### config.mk
export PLATFORM = sky130hd
export DESIGN_NAME = tick_sampled_uart_with_rx_ring_top
export DESIGN_NICKNAME = d
export VERILOG_FILES = /design/src/sv/tsu_pkg.sv /design/src/sv/tsu_ring.sv /design/src/sv/tick_sampled_uart_with_rx_ring_top.sv
export SDC_FILE = /design/constraint.sdc
export NUM_CORES = 1
export LEC_CHECK = 0
export BUFFER_PORTS_ARGS = -buffer_cell sky130_fd_sc_hd__buf_2
export CORE_ASPECT_RATIO = 0.7
export CORE_MARGIN = 2
export CORE_UTILIZATION = 63
export CTS_CLUSTER_SIZE = 16
export DETAILED_ROUTE_END_ITERATION = 8
export PLACE_DENSITY = 0.81
export SYNTH_ARGS = -nofsm -noshare
export SYNTH_HDL_FRONTEND = slang
export SYNTH_SLANG_ARGS = --single-unit
### constraint.sdc
create_clock -name clk -period 5.85 [get_ports clk]
set_input_delay 0.8775 -clock clk [delete_from_list [all_inputs] [get_ports clk]]
set_output_delay 0.8775 -clock clk [all_outputs]
set_load 0.03 [all_outputs]
### src/sv/tsu_pkg.sv
// Shared constants and types of the tick-sampled serial port with receive ring.
package tsu_pkg;

    localparam int RING_DEPTH = 32;
    localparam int IDX_W = $clog2(RING_DEPTH);
    localparam int FILL_W = 5;
    localparam int FILL_PAD_W = (IDX_W > FILL_W) ? IDX_W : FILL_W;

    localparam int BYTE_W = 8;
    localparam int PERIOD_W = 5;
    localparam int COUNT_W = 8;
    localparam int TX_FRAME_W = 10;

    localparam logic [PERIOD_W-1:0] PERIOD_RESET = 5'd8;
    localparam logic [PERIOD_W-1:0] PERIOD_MIN = 5'd1;
    localparam logic [PERIOD_W-1:0] PERIOD_MAX = 5'd25;
    localparam logic [COUNT_W-1:0] TX_FRAME_BITS = 8'd10;
    localparam logic [COUNT_W-1:0] RX_SAMPLES = 8'd9;

    localparam int IN_W = 12;
    localparam int IN_TDATA_W = 16;
    localparam int OUT_W = 27;
    localparam int OUT_TDATA_W = 32;

    typedef struct packed {
        logic step;
        logic flush;
        logic pop;
        logic push;
    } ring_ctl_t;

    typedef struct packed {
        logic pop_valid;
        logic [BYTE_W-1:0] pop_data;
        logic head_valid;
        logic [BYTE_W-1:0] head_data;
        logic [FILL_W-1:0] fill_count;
        logic overrun;
    } ring_stat_t;

endpackage

### src/sv/tsu_ring.sv
// Receive ring: byte memory, read and write indices, overrun flag and registered reads.
module tsu_ring (
    input  logic clk,
    input  logic rst_n,
    input  tsu_pkg::ring_ctl_t ctl,
    input  logic [tsu_pkg::BYTE_W-1:0] push_data,
    output tsu_pkg::ring_stat_t stat
);
    import tsu_pkg::*;

    logic [BYTE_W-1:0] mem [RING_DEPTH];

    logic [IDX_W-1:0] wr_idx_reg;
    logic [IDX_W-1:0] wr_idx_next;
    logic [IDX_W-1:0] rd_idx_reg;
    logic [IDX_W-1:0] rd_idx_next;
    logic [IDX_W-1:0] rd_idx_popped;
    logic [IDX_W-1:0] wr_idx_pushed;
    logic overrun_reg;
    logic overrun_next;
    logic pop_valid_reg;
    logic pop_ok;
    logic head_bypass;
    logic [BYTE_W-1:0] pop_data_reg;
    logic [BYTE_W-1:0] head_data_reg;
    logic [IDX_W:0] fill_sum;
    logic [FILL_PAD_W-1:0] fill_pad;
    logic head_valid;

    function automatic logic [IDX_W-1:0] next_idx(input logic [IDX_W-1:0] i);
        next_idx = (i == IDX_W'(RING_DEPTH - 1)) ? '0 : i + 1'b1;
    endfunction

    always_comb
    begin
        pop_ok = !ctl.flush && ctl.pop && (wr_idx_reg != rd_idx_reg);
        rd_idx_popped = pop_ok ? next_idx(rd_idx_reg) : rd_idx_reg;
        wr_idx_pushed = next_idx(wr_idx_reg);
        wr_idx_next = wr_idx_reg;
        rd_idx_next = rd_idx_popped;
        overrun_next = overrun_reg;
        if (ctl.flush)
        begin
            wr_idx_next = '0;
            rd_idx_next = '0;
            overrun_next = 1'b0;
        end
        else if (ctl.push)
        begin
            wr_idx_next = wr_idx_pushed;
            if (wr_idx_pushed == rd_idx_popped)
            begin
                overrun_next = 1'b1;
                rd_idx_next = next_idx(rd_idx_popped);
            end
        end
        head_bypass = ctl.push && !ctl.flush && (wr_idx_reg == rd_idx_next);
    end

    always_ff @(posedge clk or negedge rst_n)
    begin
        if (!rst_n)
        begin
            wr_idx_reg <= '0;
            rd_idx_reg <= '0;
            overrun_reg <= 1'b0;
            pop_valid_reg <= 1'b0;
        end
        else if (ctl.step)
        begin
            wr_idx_reg <= wr_idx_next;
            rd_idx_reg <= rd_idx_next;
            overrun_reg <= overrun_next;
            pop_valid_reg <= pop_ok;
        end
    end

    always_ff @(posedge clk)
    begin
        if (ctl.step)
        begin
            if (ctl.push && !ctl.flush)
            begin
                mem[wr_idx_reg] <= push_data;
            end
            pop_data_reg <= mem[rd_idx_reg];
            head_data_reg <= head_bypass ? push_data : mem[rd_idx_next];
        end
    end

    always_comb
    begin
        head_valid = (wr_idx_reg != rd_idx_reg);
        fill_sum = {1'b0, wr_idx_reg}
            + ((wr_idx_reg >= rd_idx_reg) ? '0 : (IDX_W + 1)'(RING_DEPTH))
            - {1'b0, rd_idx_reg};
        fill_pad = FILL_PAD_W'(fill_sum[IDX_W-1:0]);
        stat.pop_valid = pop_valid_reg;
        stat.pop_data = pop_valid_reg ? pop_data_reg : '0;
        stat.head_valid = head_valid;
        stat.head_data = head_valid ? head_data_reg : '0;
        stat.fill_count = fill_pad[FILL_W-1:0];
        stat.overrun = overrun_reg;
    end

endmodule

### src/sv/tick_sampled_uart_with_rx_ring_top.sv
// Top level of the tick-sampled 8N1 serial port with receive ring.
// One item is one sample tick and one result item is returned for each. An item is taken
// into an input register and processed on the clock that moves it into the output stage,
// so a new item is accepted every clock while m_tready does not hold the output stage, and
// each result is registered in the output stage as its item moves there. The state that
// the result reports is the state after that tick; the ring memory has two registered read
// ports, one for the popped byte and one for the new head. The ring holds up to RING_DEPTH-1
// bytes, its contents are undefined after reset and no clearing pass is run. The bit period
// register may be written at any time and is always ready.
module tick_sampled_uart_with_rx_ring_top (
    input  logic clk,
    input  logic rst_n,
    input  logic cfg_valid,
    output logic cfg_ready,
    input  logic [tsu_pkg::PERIOD_W-1:0] cfg_data,       // bit_period
    input  logic s_tvalid,
    output logic s_tready,
    // rx_level, tx_load, tx_byte[7:0], pop_req, flush, zero padding
    input  logic [tsu_pkg::IN_TDATA_W-1:0] s_tdata,
    output logic m_tvalid,
    input  logic m_tready,
    // tx_level, tx_busy, tx_accepted, pop_valid, pop_data[7:0], head_valid,
    // head_data[7:0], fill_count[4:0], overrun, zero padding
    output logic [tsu_pkg::OUT_TDATA_W-1:0] m_tdata
);
    import tsu_pkg::*;

    logic [PERIOD_W-1:0] bit_period_reg;
    logic [PERIOD_W-1:0] period;

    logic in_valid_reg;
    logic [IN_W-1:0] in_data_reg;
    logic out_valid_reg;
    logic move;

    logic rx_level;
    logic tx_load;
    logic [BYTE_W-1:0] tx_byte;
    logic pop_req;
    logic flush;

    logic [COUNT_W-1:0] period_ext;
    logic [COUNT_W-1:0] tx_frame_len;
    logic [COUNT_W-1:0] rx_sample_len;

    logic [TX_FRAME_W-1:0] tx_shift_reg;
    logic [TX_FRAME_W-1:0] tx_shift_next;
    logic [COUNT_W-1:0] tx_countdown_reg;
    logic [COUNT_W-1:0] tx_countdown_next;
    logic [COUNT_W-1:0] tx_next_edge_reg;
    logic [COUNT_W-1:0] tx_next_edge_next;
    logic tx_line_reg;
    logic tx_line_next;
    logic tx_accepted_reg;
    logic tx_accepted_next;

    logic [COUNT_W-1:0] rx_countdown_reg;
    logic [COUNT_W-1:0] rx_countdown_next;
    logic [COUNT_W-1:0] rx_countdown_dec;
    logic [COUNT_W-1:0] rx_next_sample_reg;
    logic [COUNT_W-1:0] rx_next_sample_next;
    logic [BYTE_W-1:0] rx_shift_reg;
    logic [BYTE_W-1:0] rx_shift_next;
    logic rx_push;

    ring_ctl_t ring_ctl;
    ring_stat_t stat;

    assign cfg_ready = 1'b1;

    always_ff @(posedge clk or negedge rst_n)
    begin
        if (!rst_n)
        begin
            bit_period_reg <= PERIOD_RESET;
        end
        else if (cfg_valid && cfg_ready)
        begin
            bit_period_reg <= cfg_data;
        end
    end

    always_comb
    begin
        if (bit_period_reg < PERIOD_MIN)
        begin
            period = PERIOD_MIN;
        end
        else if (bit_period_reg > PERIOD_MAX)
        begin
            period = PERIOD_MAX;
        end
        else
        begin
            period = bit_period_reg;
        end
    end

    assign move = in_valid_reg && (!out_valid_reg || m_tready);
    assign s_tready = !in_valid_reg || move;
    assign m_tvalid = out_valid_reg;

    always_ff @(posedge clk or negedge rst_n)
    begin
        if (!rst_n)
        begin
            in_valid_reg <= 1'b0;
            out_valid_reg <= 1'b0;
        end
        else
        begin
            if (s_tvalid && s_tready)
            begin
                in_valid_reg <= 1'b1;
            end
            else if (move)
            begin
                in_valid_reg <= 1'b0;
            end
            if (move)
            begin
                out_valid_reg <= 1'b1;
            end
            else if (m_tready)
            begin
                out_valid_reg <= 1'b0;
            end
        end
    end

    always_ff @(posedge clk)
    begin
        if (s_tvalid && s_tready)
        begin
            in_data_reg <= s_tdata[IN_W-1:0];
        end
    end

    assign rx_level = in_data_reg[0];
    assign tx_load = in_data_reg[1];
    assign tx_byte = in_data_reg[9:2];
    assign pop_req = in_data_reg[10];
    assign flush = in_data_reg[11];

    assign period_ext = COUNT_W'(period);
    assign tx_frame_len = COUNT_W'(TX_FRAME_BITS * period_ext);
    assign rx_sample_len = COUNT_W'(RX_SAMPLES * period_ext);

    always_comb
    begin
        tx_shift_next = tx_shift_reg;
        tx_countdown_next = tx_countdown_reg;
        tx_next_edge_next = tx_next_edge_reg;
        tx_line_next = tx_line_reg;
        tx_accepted_next = 1'b0;
        if (tx_load && (tx_countdown_reg == '0))
        begin
            tx_shift_next = {1'b1, tx_byte, 1'b0};
            tx_countdown_next = tx_frame_len;
            tx_next_edge_next = tx_frame_len;
            tx_accepted_next = 1'b1;
        end
        if (tx_countdown_next != '0)
        begin
            if (tx_countdown_next == tx_next_edge_next)
            begin
                tx_line_next = tx_shift_next[0];
                tx_shift_next = {1'b1, tx_shift_next[TX_FRAME_W-1:1]};
                tx_next_edge_next = tx_next_edge_next - period_ext;
            end
            tx_countdown_next = tx_countdown_next - 1'b1;
        end
    end

    always_comb
    begin
        rx_countdown_next = rx_countdown_reg;
        rx_next_sample_next = rx_next_sample_reg;
        rx_shift_next = rx_shift_reg;
        rx_countdown_dec = rx_countdown_reg - 1'b1;
        rx_push = 1'b0;
        if (flush)
        begin
            rx_countdown_next = '0;
        end
        else if (rx_countdown_reg != '0)
        begin
            rx_countdown_next = rx_countdown_dec;
            if (rx_countdown_dec == '0)
            begin
                rx_push = 1'b1;
            end
            else if (rx_countdown_dec == rx_next_sample_reg)
            begin
                rx_shift_next = {rx_level, rx_shift_reg[BYTE_W-1:1]};
                rx_next_sample_next = rx_next_sample_reg - period_ext;
            end
        end
        else if (!rx_level)
        begin
            rx_next_sample_next = rx_sample_len;
            rx_countdown_next = rx_sample_len + COUNT_W'(period >> 1);
            rx_shift_next = '0;
        end
    end

    always_ff @(posedge clk or negedge rst_n)
    begin
        if (!rst_n)
        begin
            tx_shift_reg <= '0;
            tx_countdown_reg <= '0;
            tx_next_edge_reg <= '0;
            tx_line_reg <= 1'b1;
            tx_accepted_reg <= 1'b0;
            rx_countdown_reg <= '0;
            rx_next_sample_reg <= '0;
            rx_shift_reg <= '0;
        end
        else if (move)
        begin
            tx_shift_reg <= tx_shift_next;
            tx_countdown_reg <= tx_countdown_next;
            tx_next_edge_reg <= tx_next_edge_next;
            tx_line_reg <= tx_line_next;
            tx_accepted_reg <= tx_accepted_next;
            rx_countdown_reg <= rx_countdown_next;
            rx_next_sample_reg <= rx_next_sample_next;
            rx_shift_reg <= rx_shift_next;
        end
    end

    always_comb
    begin
        ring_ctl.step = move;
        ring_ctl.flush = flush;
        ring_ctl.pop = pop_req;
        ring_ctl.push = rx_push;
    end

    tsu_ring u_ring (
        .clk       (clk),
        .rst_n     (rst_n),
        .ctl       (ring_ctl),
        .push_data (rx_shift_reg),
        .stat      (stat)
    );

    assign m_tdata = {
        (OUT_TDATA_W - OUT_W)'(0),
        stat.overrun,
        stat.fill_count,
        stat.head_data,
        stat.head_valid,
        stat.pop_data,
        stat.pop_valid,
        tx_accepted_reg,
        (tx_countdown_reg != '0),
        tx_line_reg
    };

`ifndef NO_ASSERTIONS
    // An accepted load puts the start bit on the line in the same tick.
    assert property (@(posedge clk) disable iff (!rst_n)
        move && tx_accepted_next |=> !tx_line_reg && tx_countdown_reg != '0)
    else $error("start bit missing after an accepted transmit load");

    // A flush leaves the ring empty with the overrun flag cleared.
    assert property (@(posedge clk) disable iff (!rst_n)
        move && flush |=> !stat.head_valid && !stat.overrun && stat.fill_count == '0)
    else $error("ring not empty after flush");

    // Ring state changes only when an item is processed.
    assert property (@(posedge clk) disable iff (!rst_n)
        !move |=> $stable(stat.overrun) && $stable(stat.fill_count))
    else $error("ring state changed without an item");
`endif

endmodule

=== Word level (Yosys, flattened, before mapping) ===
Memory sizes are Yosys's and may differ from the RTL's. A register that Yosys moved wholly into a read port is not among the register bits.
Cells that the tools add are included.

* Bits in registers: 83
* Memory bits (writable): 256
* Input port bits: 26
* Output and inout port bits: 35
* Logic and storage cells: 114
* Memories: 1

* $add $sub $neg: 10
* $mul: 2
* $lt $le $gt $ge: 2
* Equal/unequal tests: 11
* Multiplexer cells: 46
* Bitwise operators: 1
* Reduce and logical (&&, ||, !) cells: 25

{| class="wikitable"
|+ Memory list
! memory !! depth !! width !! rd ports !! clocked after memory_dff !! wr ports !! RTL line !! source
|-
| u_ring.mem || 32 || 8 || 2 || 2 || 1 || tsu_ring.sv:11 || <nowiki>logic [BYTE_W-1:0] mem [RING_DEPTH];</nowiki>
|}

{| class="wikitable"
|+ Operators with widths
! operator !! number
|-
| $mux W8 || 18
|-
| $mux W5 || 11
|-
| $mux W10 || 3
|-
| $reduce_bool A8 Y1 || 3
|-
| $eq A8 B8 Y1 || 2
|-
| $logic_not A8 Y1 || 2
|-
| $sub A8 B1 Y8 const B || 2
|-
| $sub A8 B5 Y8 || 2
|-
| $add A5 B1 Y5 const B || 3
|-
| $eq A5 B5 Y1 const B || 3
|-
| $mux W1 || 14
|-
| $add A8 B4 Y8 || 1
|-
| $mul A4 B5 Y8 const A || 1
|-
| $reduce_bool A2 Y1 || 4
|-
| $mul A3 B5 Y7 const A || 1
|-
| $logic_and A1 B1 Y1 || 6
|-
| $reduce_and A3 Y1 || 2
|-
| $add A5 B5 Y5 const B || 1
|-
| $eq A5 B5 Y1 || 1
|-
| $gt A5 B5 Y1 const B || 1
|-
| $lt A5 B1 Y1 const B || 1
|-
| $ne A5 B5 Y1 || 1
|-
| $reduce_and A5 Y1 || 1
|-
| $sub A5 B5 Y5 || 1
|-
| other kinds (7) || 12
|}

=== Depth between registers and ports, before layout ===
* Depth after elaboration: 9
* Depth in mapped cells: 23

=== Modules after synthesis ===
Synthesis repeated with hierarchy kept, for this count alone.

* Cells, all modules: 1,621
* Area, all modules: 19,600.0 um^2

{| class="wikitable"
|+ By module, submodules not included
! module !! instances !! cells each !! area an instance (um^2)
|-
| tsu_ring || 1 || 1,075 || 14,685.3
|-
| tick_sampled_uart_with_rx_ring_top || 1 || 546 || 4,914.7
|}

=== Least setup slack after synthesis ===
No wires, ideal clock.

* Path kind: register to register
* From: register u_ring.rd_idx_reg[2]
* To: register u_ring.head_data_reg[2] (read register of u_ring.mem), data pin
* Arrival time: 4.852 ns
* Data required time: 5.587 ns
* Setup slack: 0.736 ns
* Stages on the path, launching flop included: 19
* Buffers on the path: 5
* Cells stage by stage: dfrtp_1 > buf_1 > buf_1 > inv_1 > ha_1 > nand4_1 > o211a_2 > mux2_4 > xnor2_1 > or4_4 > a211oi_4 > mux2i_2 > buf_4 > buf_4 > buf_2 > mux2i_1 > o22ai_1 > nor4_1 > nor3_1

* Longest elaborated chain between the ends: 8
* Elaborated cells between the ends (all ways): 13
* Those cells by class: add/sub (2); eq/ne (4); mux (6); reduce/logical (1)

{| class="wikitable"
|+ Ends and longest elaborated chain
! item !! RTL line !! source
|-
| start: declaration || tsu_ring.sv:15 || <nowiki>logic [IDX_W-1:0] rd_idx_reg;</nowiki>
|-
| start signal: assignment || tsu_ring.sv:72 || <nowiki>rd_idx_reg <= rd_idx_next;</nowiki>
|-
| $add A5 B1 Y5, or another cell as far along || tsu_ring.sv:31 || <nowiki>next_idx = (i == IDX_W'(RING_DEPTH - 1)) ? '0 : i + 1'b1;</nowiki>
|-
| $mux W5 or $logic_and A1 B1 Y1 (tied branches) || tsu_ring.sv:31, tsu_ring.sv:36 ||
|-
| $mux W5 (*) || tsu_ring.sv:37 || <nowiki>rd_idx_popped = pop_ok ? next_idx(rd_idx_reg) : rd_idx_reg;</nowiki>
|-
| $add A5 B1 Y5 or $eq A5 B5 Y1 (tied branches) || tsu_ring.sv:31 ||
|-
| $mux W5 || tsu_ring.sv:31 ||
|-
| $mux W5 || tsu_ring.sv:51 || <nowiki>if (wr_idx_pushed == rd_idx_popped)</nowiki>
|-
| $mux W5 (*) || tsu_ring.sv:48 || <nowiki>else if (ctl.push)</nowiki>
|-
| $mux W5 (*) || tsu_ring.sv:42 || <nowiki>if (ctl.flush)</nowiki>
|-
| end: declaration || tsu_ring.sv:25 || <nowiki>logic [BYTE_W-1:0] head_data_reg;</nowiki>
|}

Every way passes the cells marked *; elsewhere a longest branch is shown, timed or not.
A chain may end at the register's enable or synchronous reset.

=== Worst setup path in the final report ===
* From: register u_ring.rd_idx_reg[3]
* To: register u_ring.head_data_reg[0] (read register of u_ring.mem), data pin

Same word-level chain as after synthesis.

==> metrics.cfg <==
[cts]
cts_setup_buffers = 0
clock-root-buffer = sky130_fd_sc_hd__clkbuf_16
post_cts_hold_buffer_count = 0
cts_num_sinks = 355
tritoncts_clock_tree = built
cts.htree.levels = 2
clk_pin_slew_ns = 0.06
cts-buffers-inserted = 36
max-clock-path-buffers = 3
clock_network_latency_to_the_later_pin_of_the_worst_skew_pair_ns = 0.54
cts_repair_resize_count = 0

[placement]
place.detailed.hpwl_um = 33970
placedCellCount = 1888
placement.cell_area_um2 = 19790
buffer_ports.inserted = 50
gp_congestion = 0.9534

[setup_path]
worst_setup_path_startpoint = u_ring.rd_idx_reg[3]
critical_path.endpoint_type = register
worstSetupStartpointType = register
critical-path-max-stage-delay_ns = 0.54
timing.critical_path.slowest_stage_cell = sky130_fd_sc_hd__a211o_1
critical_path.reg2reg.startpoint = u_ring.rd_idx_reg[3]
critical_path.cell_chain = inv_2 > ha_1 > nand4_1 > o211a_2 > a22oi_1 > inv_1 > ha_1 > inv_1 > nor3_1 > ha_1 > nor2_1 > nand4_1 > a211oi_1 > a211o_1 > nor2_1 > buf_4 > a22oi_1 > and4_1 > nor3_1
cp_common_cell = sky130_fd_sc_hd__ha_1
maximum_fanout_encountered_on_the_critical_timing_path = 10
worst-path-buf-inv = 4
worst-endpoint-required_ns = 6.13
crit_arrival_ns = 5.67
crit_family = compound AO/OA/AOI/OAI gates
path_class = reg2reg

[timing]
final.period_utilization_pct = 92.07
maxSlewViolCount = 0
hold_viol_final = 0
clock.fmax_ghz = 0.1857
rsz0062_at_grt = no
final_critical_path_time_including_i_o_delays_and_setup_ns = 5.386
worst_clock_skew_ns = 0.01648
timing_worst_slew_pin_value_ns = 1.357
maxSlewHeadroom_pct = 9.532
setup_viol = 0
setup-tns-final_ns = 0

[finish]
nNetsFinal = 1615
layoutNonFillerInstCount = 1954
area_of_the_multi_input_gates_um2 = 8134
areaGrowthSynthToFinish_pct = 10.57
post_route_cells_drive_above_1_share_pct = 19.85
layout.cell_area.non_filler_um2 = 20990
nFillCells = 1977
sequential_cell_area_um2 = 10310
largest_register_ffs = 256

[die]
die_width_um = 211.5
floorplan.die_area_um2 = 31550
top_level_ports = 61
die_h_um = 149.2
fp-row-count = 53
floorplan.core_area_um2 = 29840
initial_util_pct = 63.60

[global_routing]
globalRouteMet2Util_pct = 45.77
grt_antenna_before_repair = 1
first_global_vias = 12770
globalRouteTotalUtil_pct = 33.15
grt_overflow = 0
grt_max_degree = 72
global_route.peak_usage_layer = met1
gr-usage-met3_pct = 11.71
met1_routing_resource_usage_after_global_routing_pct = 50.07
grt_first_pass_wirelength_um = 77160

[routing]
drt-pass1-iter-count = 7
route.detailed.wl_per_inst_um = 26.25
first_iter_violations = 2008
avgViaCountPerCell = 6.885
remaining_drc_errors = 0
antenna_violating_nets_remaining = 0
route.final.wire_length_um = 51290
route.vias.total = 13450

[synthesis]
cells_taking_the_most_area_after_synthesis = sky130_fd_sc_hd__edfxtp_1 45%, sky130_fd_sc_hd__mux4_2 9.6%, sky130_fd_sc_hd__dfrtp_1 9.1%
ys_top_cells_by_count = 284 x sky130_fd_sc_hd__edfxtp_1, 129 x sky130_fd_sc_hd__nor2_1, 125 x sky130_fd_sc_hd__nand2_1
yosys.area.top_type_share_pct = 44.93
yosys.area.top_type = sky130_fd_sc_hd__edfxtp_1
postSynthCellCount = 1484
asyncSetResetFlopFracSynth_pct = 20.00
synthMostInstantiatedCell = sky130_fd_sc_hd__edfxtp_1
synth.ff_latch_count = 355
number_of_flops_mapped_to_enable_cells_by_yosys = 284
synth_cell_types = 81
part_of_the_yosys_area_used_for_sequential_elements_pct = 54.31
syn-mean-instance-area_um2 = 12.79
postSynth.topFlopCell = sky130_fd_sc_hd__edfxtp_1
synthesis.area_um2 = 18980
synth_warnings = 0

[status]
status = completed

[hold_path]
min_path_type = in2async

[power_and_ir_drop]
max-vdd-ir-drop_mv = 0.2745
leakagePower_uw = 0.008184
p_per_area_nw_per_um2 = 404.2

[flow_run]
max_cap_viol = 0

-- metal layers --
metal | part of all wire [%] | vias up
li1 | - | 5765
met1 | 41 | 6619
met2 | 42 | 959
met3 | 15 | 109
met4 | 2.2 | 2
met5 | 0.12 | -
-- worst reg2reg max path: cells and delay by family, from the launching register on --
family,cells,cell delay [ns]
AO/OA/AOI/OAI,5,2.27
flip-flops,1,0.44
adder cells (fa/ha/maj),3,0.74
AND/OR/NAND/NOR,7,1.21
buffers and inverters,4,0.48
-- final timing paths --
path,end,slack [ns],depth (start not counted)
setup / recovery,u_ring.head_data_reg[0],0.46,19
hold / removal,tx_shift_reg[8],0.47,1
setup reg to reg,u_ring.head_data_reg[0],0.46,19
hold reg to reg,tx_accepted_reg,0.47,2
max in group asynchronous,u_ring.rd_idx_reg[1],4.63,1
min in group clk,tx_accepted_reg,0.47,2
-- power breakdown --
part | internal, uW | switching (uW) | leakage (uW)
combinational | 1010 | 1650 | 0.00399
sequential | 3110 | 333 | 0.00362
clock | 1390 | 985 | 0.000572
-- kinds of logic after synthesis --
family | share of synthesized area, %
muxes | 17.60
buffers and inverters | 3.098
and+or+nand+nor | 10.07
DFF | 54.31
other | 0.03957
AOI/OAI and AO/OA | 9.513
xor gates and xnor gates | 1.971
adders and majority gates | 3.402
-- per-stage QoR --
step	power (uW)	setup slack (ns)	utilization (%)	hold WS (ns)
floorplan	5276	0.7356	-	0.4288
global placement	5966	0.8447	66.31	0.4566
CTS	8422	0.7151	70.31	0.4769
detailed placement	6059	0.7542	66.31	0.4550
global route	8821	0.3828	70.32	0.4879
finish	8482	0.4637	70.33	0.4685
-- cell type report --
type | instances | area share [%]
Tap cell | 385 | 2.295
Clock buffer | 51 | 4.811
Multi-Input combinational cell | 998 | 38.76
Timing Repair Buffer | 102 | 3.243
Clock inverter | 13 | 0.8704
Antenna cell | 2 | 0.02385
Inverter | 48 | 0.8585
Sequential cell | 355 | 49.14
-- placed cells by master, fill, tap and decap left out, types with 6 or more instances in the layout --
cell                        Yosys  routed
sky130_fd_sc_hd__edfxtp_1     284     284
sky130_fd_sc_hd__nor2_1       129     129
sky130_fd_sc_hd__nand2_1      125     125
sky130_fd_sc_hd__mux2i_1       92      91
sky130_fd_sc_hd__mux4_2        81      81
sky130_fd_sc_hd__dfrtp_1       69      67
sky130_fd_sc_hd__a21oi_1       59      59
sky130_fd_sc_hd__o21ai_0       59      59
sky130_fd_sc_hd__buf_4         15      50
sky130_fd_sc_hd__buf_2         20      49
sky130_fd_sc_hd__inv_1         46      46
sky130_fd_sc_hd__mux2_2        47      46
sky130_fd_sc_hd__ha_1          42      42
sky130_fd_sc_hd__clkbuf_16      0      38
sky130_fd_sc_hd__nand3_1       31      31
sky130_fd_sc_hd__xnor2_1       31      31
sky130_fd_sc_hd__o22ai_1       31      31
sky130_fd_sc_hd__nor3_1        24      24
sky130_fd_sc_hd__nor2b_1       17      17
sky130_fd_sc_hd__a22oi_1       17      17
sky130_fd_sc_hd__and2_1        17      17
sky130_fd_sc_hd__a211oi_1      17      16
sky130_fd_sc_hd__o211ai_1      15      15
sky130_fd_sc_hd__a21o_1        14      14
sky130_fd_sc_hd__clkbuf_1      40      12
sky130_fd_sc_hd__nand2b_1      10      10
sky130_fd_sc_hd__nand4_1        8       8
sky130_fd_sc_hd__xor2_1         8       8
sky130_fd_sc_hd__nor4_1         7       7
sky130_fd_sc_hd__and3_1         6       6
sky130_fd_sc_hd__a31oi_1        6       6
sky130_fd_sc_hd__o22a_1         6       6
sky130_fd_sc_hd__nor3b_1        7       6
sky130_fd_sc_hd__fa_1           6       6
sky130_fd_sc_hd__conb_1         2       6
No activity file was read; power rests on OpenSTA's default activity.
